## src/hw/rtl/fbpa_pkg.sv

```systemverilog
package fbpa_pkg;

  // Pool geometry. Slot fields are 8 bits, so the usable pool stops at 256.
  localparam int SLOTS      = 256;
  localparam int SLOT_W     = 8;
  localparam int CNT_W      = 9;
  localparam int SLOT_REACH = 256;
  localparam int SLOT_LIMIT = (SLOTS < SLOT_REACH) ? SLOTS : SLOT_REACH;

  // Request kinds
  localparam logic [1:0] KIND_ALLOC = 2'd0;
  localparam logic [1:0] KIND_FREE  = 2'd1;
  localparam logic [1:0] KIND_INIT  = 2'd2;

  // Result status codes
  localparam logic [1:0] STS_OK      = 2'd0;
  localparam logic [1:0] STS_EMPTY   = 2'd1;
  localparam logic [1:0] STS_RANGE   = 2'd2;
  localparam logic [1:0] STS_NOT_USE = 2'd3;

  // Controller -> datapath
  typedef struct packed {
    logic load;   // capture request, launch stack and flag reads
    logic exec;   // apply request, load result register
    logic wipe;   // sweep one slot: stack entry = index, flag cleared
  } fbpa_cmd_t;

  // Datapath -> controller
  typedef struct packed {
    logic out_blocked;  // result register full and stalled
    logic is_init;      // captured request is a reinitialize
    logic wipe_last;    // sweep is at the last slot
  } fbpa_sts_t;

endpackage

```

## src/hw/rtl/fixed_block_pool_allocator.sv

```systemverilog
// Channel  | Handshake               | Payload
// ---------+-------------------------+-------------------------------------
// request  | in_valid_i/in_stall_o   | kind_i[1:0], slot_in_i[7:0]
// result   | out_valid_o/out_stall_i | slot_out_o[7:0], status_o[1:0],
//          |                         | free_left_o[8:0]
// config   | cfg_we_i                | cfg_wdata_i[8:0] (slot_count)
//
// Allocate, free and the unused kind first capture the request and read the
// stack and in-use flag (registered RAM reads), then apply it and load the
// result register. Reinitialize goes through capture, decode, a sweep that
// rewrites every stack entry and clears every flag, then apply.
// Reset (rst_ni, async low) starts the same sweep with the input stalled;
// afterwards the pool holds all 256 slots. A new request is taken while the
// previous result still waits; its apply cycle holds off until the result
// register frees up.
module fixed_block_pool_allocator (
  input  logic                      clk_i,
  input  logic                      rst_ni,
  input  logic                      in_valid_i,
  output logic                      in_stall_o,
  input  logic [1:0]                kind_i,
  input  logic [fbpa_pkg::SLOT_W-1:0] slot_in_i,
  output logic                      out_valid_o,
  input  logic                      out_stall_i,
  output logic [fbpa_pkg::SLOT_W-1:0] slot_out_o,
  output logic [1:0]                status_o,
  output logic [fbpa_pkg::CNT_W-1:0] free_left_o,
  input  logic                      cfg_we_i,
  input  logic [fbpa_pkg::CNT_W-1:0] cfg_wdata_i
);
  import fbpa_pkg::*;

  fbpa_cmd_t cmd;
  fbpa_sts_t sts;

  // Sequencer: boot sweep -> idle -> exec (-> init sweep -> apply) -> idle
  fbpa_ctrl u_ctrl (
    .clk_i      (clk_i),
    .rst_ni     (rst_ni),
    .in_valid_i (in_valid_i),
    .in_stall_o (in_stall_o),
    .sts_i      (sts),
    .cmd_o      (cmd)
  );

  // Stack RAM, in-use flag RAM, free count, result register
  fbpa_dpath u_dpath (
    .clk_i       (clk_i),
    .rst_ni      (rst_ni),
    .cmd_i       (cmd),
    .sts_o       (sts),
    .kind_i      (kind_i),
    .slot_in_i   (slot_in_i),
    .cfg_we_i    (cfg_we_i),
    .cfg_wdata_i (cfg_wdata_i),
    .out_stall_i (out_stall_i),
    .out_valid_o (out_valid_o),
    .slot_out_o  (slot_out_o),
    .status_o    (status_o),
    .free_left_o (free_left_o)
  );

endmodule

```

## src/hw/rtl/fbpa_ctrl.sv

```systemverilog
module fbpa_ctrl (
  input  logic              clk_i,
  input  logic              rst_ni,
  input  logic              in_valid_i,
  output logic              in_stall_o,
  input  fbpa_pkg::fbpa_sts_t sts_i,
  output fbpa_pkg::fbpa_cmd_t cmd_o
);
  import fbpa_pkg::*;

  localparam logic [2:0] ST_BOOT  = 3'd0;
  localparam logic [2:0] ST_IDLE  = 3'd1;
  localparam logic [2:0] ST_EXEC  = 3'd2;
  localparam logic [2:0] ST_WIPE  = 3'd3;
  localparam logic [2:0] ST_APPLY = 3'd4;

  logic [2:0] state_q, state_d;

  always_comb begin
    state_d    = state_q;
    cmd_o.load = 1'b0;
    cmd_o.exec = 1'b0;
    cmd_o.wipe = 1'b0;
    unique case (state_q)
      ST_BOOT: begin
        cmd_o.wipe = 1'b1;
        if (sts_i.wipe_last) begin
          state_d = ST_IDLE;
        end
      end
      ST_IDLE: begin
        if (in_valid_i) begin
          cmd_o.load = 1'b1;
          state_d    = ST_EXEC;
        end
      end
      ST_EXEC: begin
        if (sts_i.is_init) begin
          state_d = ST_WIPE;
        end else if (!sts_i.out_blocked) begin
          cmd_o.exec = 1'b1;
          state_d    = ST_IDLE;
        end
      end
      ST_WIPE: begin
        cmd_o.wipe = 1'b1;
        if (sts_i.wipe_last) begin
          state_d = ST_APPLY;
        end
      end
      ST_APPLY: begin
        if (!sts_i.out_blocked) begin
          cmd_o.exec = 1'b1;
          state_d    = ST_IDLE;
        end
      end
      default: state_d = ST_BOOT;
    endcase
  end

  assign in_stall_o = (state_q != ST_IDLE);

  always_ff @(posedge clk_i or negedge rst_ni) begin
    if (!rst_ni) begin
      state_q <= ST_BOOT;
    end else begin
      state_q <= state_d;
    end
  end

endmodule

```

## src/hw/rtl/fbpa_dpath.sv

```systemverilog
module fbpa_dpath (
  input  logic                      clk_i,
  input  logic                      rst_ni,
  input  fbpa_pkg::fbpa_cmd_t       cmd_i,
  output fbpa_pkg::fbpa_sts_t       sts_o,
  input  logic [1:0]                kind_i,
  input  logic [fbpa_pkg::SLOT_W-1:0] slot_in_i,
  input  logic                      cfg_we_i,
  input  logic [fbpa_pkg::CNT_W-1:0] cfg_wdata_i,
  input  logic                      out_stall_i,
  output logic                      out_valid_o,
  output logic [fbpa_pkg::SLOT_W-1:0] slot_out_o,
  output logic [1:0]                status_o,
  output logic [fbpa_pkg::CNT_W-1:0] free_left_o
);
  import fbpa_pkg::*;

  // Free stack and in-use flags; both are swept after reset and on reinitialize.
  logic [SLOT_W-1:0] stack_mem  [SLOTS];
  logic              in_use_mem [SLOTS];
  logic [CNT_W-1:0]  fc_q, fc_d;
  logic [CNT_W-1:0]  slot_count_q;
  logic [CNT_W-1:0]  eff_slots;
  logic [SLOT_W-1:0] wipe_addr_q;

  logic [1:0]        kind_q;
  logic [SLOT_W-1:0] slot_q;
  logic [SLOT_W-1:0] rd_addr, rd_data_q;
  logic              use_rd_q;

  logic              stk_we;
  logic [SLOT_W-1:0] stk_waddr;
  logic [SLOT_W-1:0] stk_wdata;
  logic              use_we;
  logic [SLOT_W-1:0] use_waddr;
  logic              use_wdata;
  logic [SLOT_W-1:0] granted;
  logic [1:0]        stat;

  logic              out_valid_q;
  logic [SLOT_W-1:0] slot_out_q;
  logic [1:0]        status_q;
  logic [CNT_W-1:0]  free_left_q;

  assign eff_slots = (slot_count_q > CNT_W'(SLOT_LIMIT)) ? CNT_W'(SLOT_LIMIT) : slot_count_q;
  assign rd_addr   = SLOT_W'(fc_q - CNT_W'(1));
  assign stk_waddr = cmd_i.wipe ? wipe_addr_q : fc_q[SLOT_W-1:0];
  assign stk_wdata = cmd_i.wipe ? wipe_addr_q : slot_q;

  always_comb begin
    fc_d      = fc_q;
    stk_we    = 1'b0;
    use_we    = 1'b0;
    use_waddr = slot_q;
    use_wdata = 1'b0;
    granted   = '0;
    stat      = STS_OK;
    if (cmd_i.exec) begin
      case (kind_q)
        KIND_ALLOC: begin
          if (fc_q == '0 || fc_q > CNT_W'(SLOTS)) begin
            stat = STS_EMPTY;
          end else begin
            fc_d      = fc_q - CNT_W'(1);
            use_we    = 1'b1;
            use_waddr = rd_data_q;
            use_wdata = 1'b1;
            granted   = rd_data_q;
          end
        end
        KIND_FREE: begin
          if ({1'b0, slot_q} >= eff_slots) begin
            stat = STS_RANGE;
          end else if (!use_rd_q) begin
            stat = STS_NOT_USE;
          end else begin
            use_we    = 1'b1;
            use_waddr = slot_q;
            use_wdata = 1'b0;
            if (fc_q < CNT_W'(SLOTS)) begin
              stk_we = 1'b1;
              fc_d   = fc_q + CNT_W'(1);
            end
          end
        end
        KIND_INIT: begin
          fc_d = eff_slots;
        end
        default: ;  // unused kind: no change
      endcase
    end
    if (cmd_i.wipe) begin
      stk_we    = 1'b1;
      use_we    = 1'b1;
      use_waddr = wipe_addr_q;
      use_wdata = 1'b0;
    end
  end

  // Stack memory: one write port, one registered read port
  always_ff @(posedge clk_i) begin
    if (stk_we) begin
      stack_mem[stk_waddr] <= stk_wdata;
    end
  end

  // In-use flags: one write port, one registered read port
  always_ff @(posedge clk_i) begin
    if (use_we) begin
      in_use_mem[use_waddr] <= use_wdata;
    end
  end

  always_ff @(posedge clk_i) begin
    if (cmd_i.load) begin
      rd_data_q <= stack_mem[rd_addr];
      use_rd_q  <= in_use_mem[slot_in_i];
      kind_q    <= kind_i;
      slot_q    <= slot_in_i;
    end
  end

  always_ff @(posedge clk_i or negedge rst_ni) begin
    if (!rst_ni) begin
      wipe_addr_q  <= '0;
      fc_q         <= CNT_W'(SLOT_LIMIT);
      slot_count_q <= CNT_W'(SLOT_REACH);
      out_valid_q  <= 1'b0;
    end else begin
      fc_q <= fc_d;
      if (cmd_i.wipe) begin
        wipe_addr_q <= wipe_addr_q + SLOT_W'(1);
      end
      if (cfg_we_i) begin
        slot_count_q <= cfg_wdata_i;
      end
      if (cmd_i.exec) begin
        out_valid_q <= 1'b1;
      end else if (!out_stall_i) begin
        out_valid_q <= 1'b0;
      end
    end
  end

  always_ff @(posedge clk_i) begin
    if (cmd_i.exec) begin
      slot_out_q  <= granted;
      status_q    <= stat;
      free_left_q <= fc_d;
    end
  end

  assign sts_o.out_blocked = out_valid_q && out_stall_i;
  assign sts_o.is_init     = (kind_q == KIND_INIT);
  assign sts_o.wipe_last   = (wipe_addr_q == SLOT_W'(SLOTS - 1));
  assign out_valid_o = out_valid_q;
  assign slot_out_o  = slot_out_q;
  assign status_o    = status_q;
  assign free_left_o = free_left_q;

endmodule

```

## config.mk

```make
export PLATFORM = sky130hd
export DESIGN_NAME = fixed_block_pool_allocator
export DESIGN_NICKNAME = d
export VERILOG_FILES = /design/src/hw/rtl/fbpa_pkg.sv /design/src/hw/rtl/fixed_block_pool_allocator.sv /design/src/hw/rtl/fbpa_ctrl.sv /design/src/hw/rtl/fbpa_dpath.sv
export SDC_FILE = /design/constraint.sdc
export NUM_CORES = 2
export LEC_CHECK = 0
export BUFFER_PORTS_ARGS = -buffer_cell sky130_fd_sc_hd__buf_4
export CAP_MARGIN = 10
export CORE_MARGIN = 8
export CORE_UTILIZATION = 65
export DETAILED_ROUTE_END_ITERATION = 16
export PLACE_DENSITY = 0.89
export REMOVE_ABC_BUFFERS = 1
export SYNTH_ARGS = -nofsm -noshare
export SYNTH_HDL_FRONTEND = slang
export SYNTH_SLANG_ARGS = --single-unit
export TNS_END_PERCENT = 10
```

## constraint.sdc

```tcl
create_clock -name clk_i -period 26.9 [get_ports clk_i]
set_clock_uncertainty 0.2 [all_clocks]
set_input_delay 4.035 -clock clk_i [delete_from_list [all_inputs] [get_ports clk_i]]
set_output_delay 4.035 -clock clk_i [all_outputs]
set_load 0.02 [all_outputs]
```

==> Yosys cells after proc, flatten, opt, wreduce, memory -nomap -nowiden <==
Memory sizes are Yosys's and may differ from the RTL's. A register that Yosys moved wholly into a read port is not among the register bits.
Index checks and enable logic that the tools add are counted.
{ "word_totals": {"mem_bits_rw": 2304, "regBits": 59, "elab_cells": 90, "in_bits": 24, "n_memories": 2, "output_inout_bits": 21} }
{ "op_classes": {"magnitude_cmp": 4, "add_sub_neg": 3, "n_eq_ne": 12, "n_reduce_logical": 8, "n_bitwise": 1, "muxes": 50} }
{ "memory_table": {"columns": ["memory", "depth", "word_bits", "rd", "rd_clocked_by_memory_dff", "wr", "line_no", "rtl"], "rows": [
  ["u_dpath.stack_mem", 256, 8, 1, 1, 1, "fbpa_dpath.sv:19", "logic [SLOT_W-1:0] stack_mem [SLOTS];"],
  ["u_dpath.in_use_mem", 256, 1, 1, 1, 1, "fbpa_dpath.sv:20", "logic in_use_mem [SLOTS];"]
]} }
{ "op_table": {"columns": ["operator", "n"], "rows": [
  ["two-way mux 9 bit", 6],
  ["two-way mux 8 bit", 6],
  ["case mux 9 bit (3 select lines)", 1],
  ["two-way mux 1 bit", 26],
  ["> comparator 9 bit (second input constant)", 2],
  ["two-way mux 3 bit", 5],
  ["case mux 3 bit (5 select lines)", 1],
  ["adder 9 x 1 -> 9 bit (second input constant)", 1],
  [">= comparator 8 x 9 -> 1 bit", 1],
  ["logical NOT 9 bit", 1],
  ["less-than comparator 9 bit (second input constant)", 1],
  ["subtractor 9 x 1 -> 9 bit (second input constant)", 1],
  ["adder 8 x 1 -> 8 bit (second input constant)", 1],
  ["equality test 8 bit (second input constant)", 1],
  ["equality test 3 x 2 -> 1 bit (second input constant)", 2],
  ["!= test 2 bit (second input constant)", 3],
  ["two-way mux 2 bit", 2],
  ["case mux 1 bit (2 select lines)", 2],
  ["case mux 2 bit (2 select lines)", 1],
  ["OR reduction 2 bit", 2],
  ["equality test 3 x 1 -> 1 bit (second input constant)", 1],
  ["equality test 3 bit (second input constant)", 1],
  ["logical NOT 3 bit", 1],
  ["!= test 3 x 1 -> 1 bit (second input constant)", 1],
  ["8 further kinds", 8]
]} }

==> Depth between registers and ports, before layout <==
{ "depth": {"ltp_word": 9, "depth_mapped": 17, "mapped_depth_nobuf": 9} }

==> By module <==
A second synthesis with hierarchy kept.
{ "unflattened": {"hier_cells": 4741, "hier_area_um2": 93694.9} }
{ "by_module_without_submodules": {"columns": ["module", "area_each_um2", "cells_per_inst", "seq_area_each_um2", "instances"], "rows": [
  ["fbpa_dpath", 93408.3, 4708, 71005.6, 1],
  ["fbpa_ctrl", 286.5, 33, 75.1, 1]
]} }

==> Worst setup path before layout <==
No wires, ideal clock.
{ "synth_path": {"kind": "register to register", "start": "reg u_ctrl.state_q[1]", "end": "mem u_dpath.stack_mem[0][0] (data pin)", "path_buffers": 2, "arrival_ns": 11.181, "required_time_ns": 24.493, "period_less_slack_ns": 13.589, "stages_incl_launch_ff": 6, "setup_slack_ns": 13.311, "setup_ns": 2.207, "path_cell_list": "dfrtp_1 > clkbuf_1 > xor2_1 > or2_2 > buf_2 > o21ai_0"} }
{ "synth_via": {"elab_chain_len": 4, "word_cells_on_any_way": 5, "cone_classes": "eq/ne: 1; mux: 2; reduce/logical: 2"} }
{ "synth_lines": {"columns": ["element", "line_no", "rtl"], "rows": [
  ["from (decl)", "fbpa_ctrl.sv:17", "logic [2:0] state_q, state_d;"],
  ["from (signal assigned)", "fbpa_ctrl.sv:67", "state_q <= state_d;"],
  ["equality test 3 x 2 -> 1 bit / logical NOT 3 bit (equally long branches)", "fbpa_ctrl.sv:24", "unique case (state_q)"],
  ["OR reduction 2 bit (no source line) *", null, null],
  ["two-way mux 1 bit *", "fbpa_ctrl.sv:24", null],
  ["two-way mux 8 bit *", "fbpa_dpath.sv:48", "assign stk_wdata = cmd_i.wipe ? wipe_addr_q : slot_q;"],
  ["via u_dpath.stk_wdata[0]", "fbpa_dpath.sv:33", "logic [SLOT_W-1:0] stk_wdata;"],
  ["to (decl)", "fbpa_dpath.sv:19", null]
]} }
Mark *: on every way through the listed nets, which the timed path passes. The rest lies on a longest branch.

==> Worst setup path after layout <==
{ "layout_path": {"start": "in out_stall_i", "end": "mem u_dpath.stack_mem[40][1], enable pin"} }
{ "layout_via": {"elab_chain_len": 8} }
{ "layout_lines": {"columns": ["element", "line_no", "rtl"], "rows": [
  ["from (decl)", "fixed_block_pool_allocator.sv:24", "input logic out_stall_i,"],
  ["logical AND 1 bit *", "fbpa_dpath.sv:153", "assign sts_o.out_blocked = out_valid_q && out_stall_i;"],
  ["two-way mux 1 bit *", "fbpa_ctrl.sv:40, fbpa_ctrl.sv:52", null],
  ["two-way mux 1 bit", "fbpa_ctrl.sv:38", "if (sts_i.is_init) begin"],
  ["case mux 1 bit (2 select lines) *", "fbpa_ctrl.sv:24", null],
  ["two-way mux 1 bit *", "fbpa_dpath.sv:58", "if (cmd_i.exec) begin"],
  ["two-way mux 1 bit *", "fbpa_dpath.sv:92", "if (cmd_i.wipe) begin"],
  ["two-way mux 1 bit *", "fbpa_dpath.sv:102", "if (stk_we) begin"],
  ["two-way mux 1 bit (not written as such) *", "fbpa_dpath.sv:103", "stack_mem[stk_waddr] <= stk_wdata;"]
]} }
Mark *: on every way between the ends. The rest lies on a longest branch, timed or not.

==> impl_metrics.toml <==
[outcome]
status = "finished, final reports clean"

[routing]
post-route-drc-count = 0
first_pass_iters = 10
drt_iter0_drc = 10400
vias_per_cell = 7.97
ant_nets = 0
vias = 54300
wl_um = 276000
wl_per_cell_um = 40.4

[worst_setup_path]
worst_setup_path_start_kind = "primary input"
critPathRequiredTime_ns = 27.18
cp-end-kind = "flop"
arrival_ns = 8.13
critPathMaxFanout = 38
critPathKind = "in -> reg"

[clock_network]
cts_root_buffer = "clkbuf_16"
insertion_delay_ns = 0.87
post_cts_resized = 0
ctsHoldBuffers = 0
clkTransAtPathRegs_ns = 0.07
post-cts-setup-buffer-count = 0
htreeDepth = 4
clkSinkCount = 2372
cts_inserted_buffers = 215
cts_tree = "done"
clockBufferDepth = 3

[yosys]
synth_top_family_by_area = "multiplexers"
synthArstFlopShare = 0.0126
synth_ff_type = "edfxtp_1"
synth_simple_gate_area_frac = 0.0442
synth_xor_area_frac = 0.00140
synth_top_area_share = 0.749
synth_mux_area_frac = 0.139
synth_edf_count = 2342
yosys.area_share.adder = 0.00147
yosysWarnings = 0
synthTopCellsByCount = "edfxtp_1 (2,342), mux4_2 (576), nor2_1 (284)"
synthCells = 4731
syn_area_per_cell_um2 = 19.8
synth_most_common_cell = "edfxtp_1"
synth-seq-cells = 2372
synth_compound_area_frac = 0.0413
syn-cell-area_um2 = 93900
yosysTopAreaCell = "edfxtp_1"
synth.top_cells.by_area = "edfxtp_1 (75%), mux4_2 (14%), a22oi_1 (2.2%), nor3_1 (1.4%), nor2_1 (1.1%)"
ys_seq_area_frac = 0.757
netlist-cell-type-count = 74

[sta]
rsz0062_at_grt = "false"
worst_slack_ns = 19.05
maxSlewViolCount = 0
clock.fmax_mhz = 127
relSlewSlack = 0.00353
setup_viol = 0
report.final.hold_viol_count = 0
worst_slew_pin_slew_ns = 1.49
finalCritPeriodShare = 0.292
period_needed_ns = 7.85

[placed_design]
port_buffers = 44
place.gp.congestion = 0.897
dpl_worst_slack_ns = 18.61
dpl_cell_area_um2 = 96000
dpl.hpwl_um = 137000

[grt]
antenna_found_initial = 3
grt_usage = 0.346
grt_max_degree = 259
grt_pass1_wl_um = 391000
grt_pass1_vias = 53300
overflow = 0

[finish]
seq_area_um2 = 71100
drive_gt1_frac = 0.223
final.fill_count = 7213
area_delta_synth_final_pct = 9.94
final_nets = 4774
final_area_um2 = 103000
multiInputGateArea_um2 = 21600

[floorplanning]
core_area_um2 = 143000
fp-row-count = 139
dieArea_um2 = 157000
start_util = 0.654
fp.dieW_um = 396
ioPinCount = 45
dieHeight_um = 396

[pwr]
p_per_area_nw_per_um2 = 133
p_leak_nw = 31.2
ir_drop_mv = 0.212

[run]
maxCapViolCount = 0

[hold_path]
hp-class = "reg -> reg"
==> layout make-up <==
type / count / share of cell area
multi-input cells: 2021 / 0.209
clock buffers: 256 / 0.0540
well taps: 1903 / 0.0231
diodes: 4 / 0.0000970
clock inverters: 134 / 0.0146
inverters: 11 / 0.000400
repair buffers: 118 / 0.00936
flip-flops and latches: 2372 / 0.689
==> placed cells by master (no fill, tap or decap), drive strengths merged, types with 29 or more instances in the layout <==
| cell type | instances |
|---|---|
| edfxtp | 2342 |
| mux4 | 576 |
| nor2 | 285 |
| a22oi | 278 |
| clkbuf | 256 |
| nor3 | 255 |
| a21oi | 145 |
| buf | 118 |
| nand2 | 116 |
| clkinv | 81 |
| nor4 | 42 |
| o21ai | 34 |
| and2 | 32 |
| nand3 | 32 |
| bufinv | 29 |
==> registers in the layout, indices dropped and copies added, names as in the netlist, 9 cells and up <==
register	count
u_dpath.fc_q	9
u_dpath.slot_count_q	9
u_dpath.in_use_mem	256
u_dpath.stack_mem	2048
u_dpath.free_left_o	9
==> path summary, 6_finish.rpt <==
kind | slack (ns) | start | end | cells after the start
min in group asynchronous | 2.91 | rst_ni | u_dpath.wipe_addr_q[7] | 1
min | 0.39 | u_dpath.slot_count_q[0] | u_dpath.slot_count_q[0] | 1
max in group asynchronous | 23.26 | rst_ni | u_dpath.fc_q[8] | 1
max | 19.05 | out_stall_i | u_dpath.stack_mem[40][1] | 8
min reg2reg | 0.39 | u_dpath.slot_count_q[0] | u_dpath.slot_count_q[0] | 1
max reg2reg | 19.52 | u_dpath.fc_q[0] | u_dpath.rd_data_q[0] | 9
==> power by group <==
group          switching (mW)  internal, mW  leakage (nW)  total [mW]
sequential             0.0870          5.05          21.6        5.14
combinational            4.06          1.36          6.10        5.42
clock                    1.44          1.76          3.44        3.20
==> metrics by stage <==
stage	hold WS, ns	utilization	setup TNS, ns	cells	power (mW)
after global routing	0.421	0.719	0	6815	13.9
after CTS	0.388	0.719	0	6809	13.4
after detailed placement	0.359	0.669	0	6419	10.1
after floorplan	0.287	-	-933.21	4404	9.72
final	0.391	0.719	0	6819	13.8
after global placement	0.359	0.669	0	6419	9.80
==> layer usage <==
metal  wire (um)  vias up  share of wire  GRT usage
met1       83500    26700           0.30      0.432
met5          18        -       0.000065          0
met2      130000     6353           0.47      0.545
met3       37200     1549           0.14     0.0838
met4       25300        2          0.092      0.231
li1            -    19700              -          -
==> worst max-delay path, stage by stage <==
cell and delay, ns:
buf_4 0.12, nand2_1 0.11, nand3b_1 0.51, o41ai_2 1.19
o21ai_4 0.42, buf_4 0.38, buf_4 0.47, nor2_1 0.82
==> cell families (layout without fill, tap and decap cells) <==
kind of cell | after synthesis | count (layout)
XOR/XNOR | 15 | 15
AO/OA/AOI/OAI | 554 | 554
other | 0 | 4
adder cells (fa/ha/maj) | 11 | 11
AND/OR/NAND/NOR | 856 | 856
buffers and inverters | 338 | 519
flip-flops | 2372 | 2372
multiplexers | 585 | 585
Note: power is estimated with default switching activity, not from simulation.
